$ cat config.mk
export PLATFORM = sky130hd
export DESIGN_NAME = kct_cell
export DESIGN_NICKNAME = d
export VERILOG_FILES = /design/src/rtl/kct_pkg.sv /design/src/rtl/kct_cell.sv
export SDC_FILE = /design/constraint.sdc
export NUM_CORES = 1
export LEC_CHECK = 0
export BUFFER_PORTS_ARGS = -buffer_cell sky130_fd_sc_hd__buf_2
export CAP_MARGIN = 20
export CORE_MARGIN = 10
export CORE_UTILIZATION = 45
export CTS_BUF_LIST = sky130_fd_sc_hd__clkbuf_8
export CTS_CLUSTER_DIAMETER = 50
export DETAILED_ROUTE_END_ITERATION = 8
export PLACE_DENSITY = 0.84
export SLEW_MARGIN = 25
export SYNTH_ARGS = -nofsm -noshare
export SYNTH_HDL_FRONTEND = slang
export SYNTH_SLANG_ARGS = --single-unit
$ cat constraint.sdc
create_clock -name i_clk -period 4.5 [get_ports i_clk]
set_input_delay 0.45 -clock i_clk [delete_from_list [all_inputs] [get_ports i_clk]]
set_output_delay 0.45 -clock i_clk [all_outputs]
set_load 0.03 [all_outputs]
$ cat src/rtl/kct_pkg.sv
// ----------------------------------------------------------------------------
// kct_pkg
// shared types and constants for the keyed compacting table
// ----------------------------------------------------------------------------
package kct_pkg;

    localparam int DEPTH_DEF = 64;

    localparam int ACTION_W = 2;
    localparam int KEY_W    = 32;
    localparam int HANDLE_W = 32;
    localparam int INDEX_W  = 8;
    localparam int POS_W    = 6;
    localparam int COUNT_W  = 7;

    typedef enum logic [ACTION_W-1:0] {
        ACT_INSERT = 2'd0,
        ACT_DELETE = 2'd1,
        ACT_FIND   = 2'd2,
        ACT_READ   = 2'd3
    } t_action;

    // per-cycle commands broadcast to every cell
    typedef struct packed {
        logic match;     // register hit flag
        logic by_index;  // hit on slot number instead of key
        logic sel_ok;    // slot number is a held entry
        logic write;     // load key and handle into the selected slot
        logic shift;     // slots at or above the selected one take their upper neighbor
    } t_cell_ctl;

endpackage

$ cat src/rtl/kct_cell.sv
// ----------------------------------------------------------------------------
// kct_cell
// one slot of the table: holds an entry, compares it, shifts from its neighbor
// ----------------------------------------------------------------------------
module kct_cell #(
    parameter int DEPTH = kct_pkg::DEPTH_DEF,
    parameter int IDX   = 0,
    localparam int AW   = (DEPTH > 1) ? $clog2(DEPTH) : 1,
    localparam int CW   = $clog2(DEPTH + 1)
) (
    input  logic                               i_clk,
    input  kct_pkg::t_cell_ctl                 i_ctl,
    input  logic        [AW-1:0]               i_sel,
    input  logic        [CW-1:0]               i_cnt,
    input  logic        [kct_pkg::KEY_W-1:0]   i_key,
    input  logic        [kct_pkg::HANDLE_W-1:0] i_handle,
    input  logic        [kct_pkg::KEY_W-1:0]   i_next_key,
    input  logic        [kct_pkg::HANDLE_W-1:0] i_next_handle,
    output logic        [kct_pkg::KEY_W-1:0]   o_key,
    output logic        [kct_pkg::HANDLE_W-1:0] o_handle,
    output logic                               o_hit
);

    localparam logic [AW-1:0] MY_POS = AW'(IDX);
    localparam logic [CW-1:0] MY_CNT = CW'(IDX);

    logic [kct_pkg::KEY_W-1:0]    r_key;
    logic [kct_pkg::HANDLE_W-1:0] r_handle;
    logic                         r_hit;
    logic                         n_hit;
    logic                         held;

    assign held = MY_CNT < i_cnt;

    always_comb begin
        if (i_ctl.by_index) begin
            n_hit = i_ctl.sel_ok && (i_sel == MY_POS);
        end else begin
            n_hit = held && (r_key == i_key);
        end
    end

    always_ff @(posedge i_clk) begin
        if (i_ctl.match) begin
            r_hit <= n_hit;
        end
        if (i_ctl.write && (i_sel == MY_POS)) begin
            r_key    <= i_key;
            r_handle <= i_handle;
        end else if (i_ctl.shift && (MY_POS >= i_sel)) begin
            r_key    <= i_next_key;
            r_handle <= i_next_handle;
        end
    end

    assign o_key    = r_key;
    assign o_handle = r_handle;
    assign o_hit    = r_hit;

endmodule
==> run summary <==
The run finished with clean final reports. The combined area of the multi-input logic cells is 1371 um^2. By area, the combinational part of the netlist is dominated by multiplexers. The wire length of the first global-routing pass is 14450 um. The number of failing hold endpoints at the final stage came out at 0. In this run the power density over the cells is 275.0 nW/um^2. At the pin with the least slew margin, the transition time is 0.7631 ns. The cell count after placement came out at 494. The worst path uses 59.35% of the clock period.

By startpoint and endpoint, the worst setup path is classified as input pin to flip-flop. Leaving out fill and tap cells, the most frequent cell in the layout is buf_2. Between clock sinks in the finished design, the worst skew comes to 0.01163 ns. The largest driver fanout on the critical path is 34.

The classification of the worst-slack hold path is input pin to flip-flop. Grouping stages by cell kind, the critical path spends the most delay in simple AND/OR/NAND/NOR gates. The combined buffer and inverter count along the critical path is 2. Counting every instance in the synthesized netlist gives 189.

The finished layout holds 509 standard cells, fillers aside. The minimum hold slack is 0.3250 ns. The count of maximum capacitance violations is 0. The number of top-level pins came out at 212.

The mux share of post-synthesis cell area came out at 27.95%. The largest net degree at the start of global routing is 65. The highest-delay cell along the critical path is o21a_2. The post-synthesis net count is 336. The endpoint arrival time on the critical path is 2.64 ns. The cell row count is 31. After detailed routing, the average wire length per cell comes to 19.00 um. The category of the worst setup path launch point is an input pin. The TritonCTS buffer count came out at 9.

The final critical-path setup slack came out at 1.829 ns. The post-synthesis xor/xnor area fraction is 8.022%. The number of unique standard cell types used by synthesis came out at 18. The total congestion overflow after global routing came out at 0. The simple-gate portion of the synthesized area came out at 3.586%.

The CTS H-tree depth is 3. The post-CTS setup repair buffer count is 0. TritonCTS built the clock tree. The number of fill cells in the layout came out at 582. The synthesized area divided by synthesized cell count is 17.91 um^2. The number of vias in the routed layout is 2446. Cells fill 64.31% of the core in the end. Summing all non-filler instances in the final layout gives an area of 4690 um^2. The vias per cell is 4.806. The number of DRC markers after the initial detailed-route iteration came out at 67.

The number of global-route vias before repair is 2791. The area added between synthesis and finish came out at 38.56%. The clock latency on the worst-skew pair came out at 0.33 ns. The critical path goes through buf_2 > or4_1 > nor3_4 > o21a_2 > buf_4. The maximum clock frequency is 374.5 MHz. The synthesized netlist devotes 0.6654% of its cell area to compound gates. The setup TNS came out at 0 ns. The count of warnings emitted by yosys came out at 0.

The sequential standard cell area came out at 1952 um^2. In this run, post-CTS hold repair placed 0 buffers. IR analysis of the VDD net gives a maximum drop of 0.1713 mV.

STA classifies the critical path endpoint as a flip-flop. During placement, the flow inserted port buffers numbering 211. Setup repair after global routing left no endpoint under its margin. The core region is 7292 um^2.

The clock-pin slew on the worst setup and hold paths is 0.06 ns. The floorplan step defined a die boundary enclosing 11390 um^2. The synthesis-stage register bit count came out at 65. The remaining design rule violation count is 0. In the layout the commonest cells are 211 x buf_2, 65 x edfxtp_1, 60 x mux2_4. Prior to clock tree synthesis, the placed netlist has a worst setup slack of 1.462 ns. The number of setup violations in the final report came out at 0.

From bottom edge to top edge, the die measures 106.7 um. The total iterations of the first detailed-routing run came out at 4. The count of instances resized after the clock tree is built came out at 0. The tightest slew margin relative to the limit came out at 49.13%.

The share of cells above drive strength 1 is 70.98%. The initial antenna violation count was 0. After layout, the minimum clock period comes to 2.671 ns. The sum of routed wire length over all layers came out at 9671 um.

Summed over all nets, the half-perimeter wirelength after detailed placement is 7820 um. Summing the sequential cell areas from Yosys gives 57.67% of the chip area. The starting density of the core is 46.41%. 0 antenna diodes ended up in the layout.

The number of pins exceeding their max-slew limit in the final report was 0. In this run the remaining antenna-violating nets after routing total 0. The maximum single-stage delay on the critical path came out at 0.71 ns. After detailed placement, the total cell area comes to 4514 um^2.

Summing the areas of all fa, ha and maj instances in the mapped netlist gives 0% of the synthesized area. The number of clock sinks seen by CTS is 65. The area of the mapped netlist is 3384 um^2. The design draws 1.290 mW. CTS placed an instance of clkbuf_8 at the clock tree root. The total routing usage reported by global routing is 16.06%. The die extent in x is 106.7 um. In this run the static leakage power is 2.234 nW. The number of nets in the final layout is 553.

The number of buffers on the longest clock path came out at 2. The congestion estimate from routability-driven global placement came to 0.9069. For the worst setup path, the data required time is 4.47 ns.
[metal layers]
layer	GRT usage (%)	wire length (um)	vias to the layer above
met3	7.844	1155	15
met2	27.66	4721	148
met1	16.36	3608	1124
li1	-	-	1159
met4	6.480	186	0
met5	0	0	-
[synth_stat cells, drive strengths merged]
cell | number | area, um^2
xor2 | 14 | 122.6
or4 | 1 | 7.510
a21oi | 1 | 5.000
nand2 | 2 | 15.01
edfxtp | 65 | 1952
xnor2 | 17 | 148.9
nor4 | 5 | 31.28
nand3 | 2 | 10.01
nand4 | 5 | 31.28
inv | 1 | 3.750
buf | 6 | 67.56
nor3 | 3 | 26.28
o21ai | 2 | 10.01
mux2 | 64 | 945.9
o21a | 1 | 7.510
[power by group]
part,total [mW],internal [mW],leakage [nW],switching [mW]
Combinational,0.159,0.0986,1.55,0.0605
Sequential,0.675,0.673,0.586,0.00248
Clock,0.455,0.245,0.0951,0.210
Total,1.29,1.02,2.23,0.273
[worst paths after layout]
path                                           from                endpoint  depth (start not counted)  slack [ns]
worst max-delay path                       i_sel[1]  o_handle[29]$_DFFE_PP_                          5        1.83
worst min-delay path                       i_ctl[4]         o_hit$_DFFE_PP_                          1        0.33
worst max register to register  o_key[26]$_DFFE_PP_         o_hit$_DFFE_PP_                          5        2.91
worst min register to register  o_key[27]$_DFFE_PP_         o_hit$_DFFE_PP_                          4        0.83
[area by class of cell]
class	count	share of cell area [%]
multi-input combinational	117	29.24
inverter	1	0.08004
clock inverter	6	1.094
clock buffer	9	2.641
timing repair buffer	212	22.68
sequential	65	41.62
tap	99	2.641
[logic make-up (layout without fill, tap and decap cells)]
| group | count (synthesis) | after routing |
|---|---|---|
| and+or+nand+nor | 18 | 18 |
| DFF | 65 | 65 |
| AOI/OAI and AO/OA | 4 | 4 |
| buffers and inverters | 7 | 228 |
| muxes | 64 | 64 |
| xor gates and xnor gates | 31 | 31 |
[state kept, by name (all words and copies together) (netlist names)]
signal and flops:
o_handle 32, o_hit 1, o_key 32
Power figures use the tool's default switching activity.
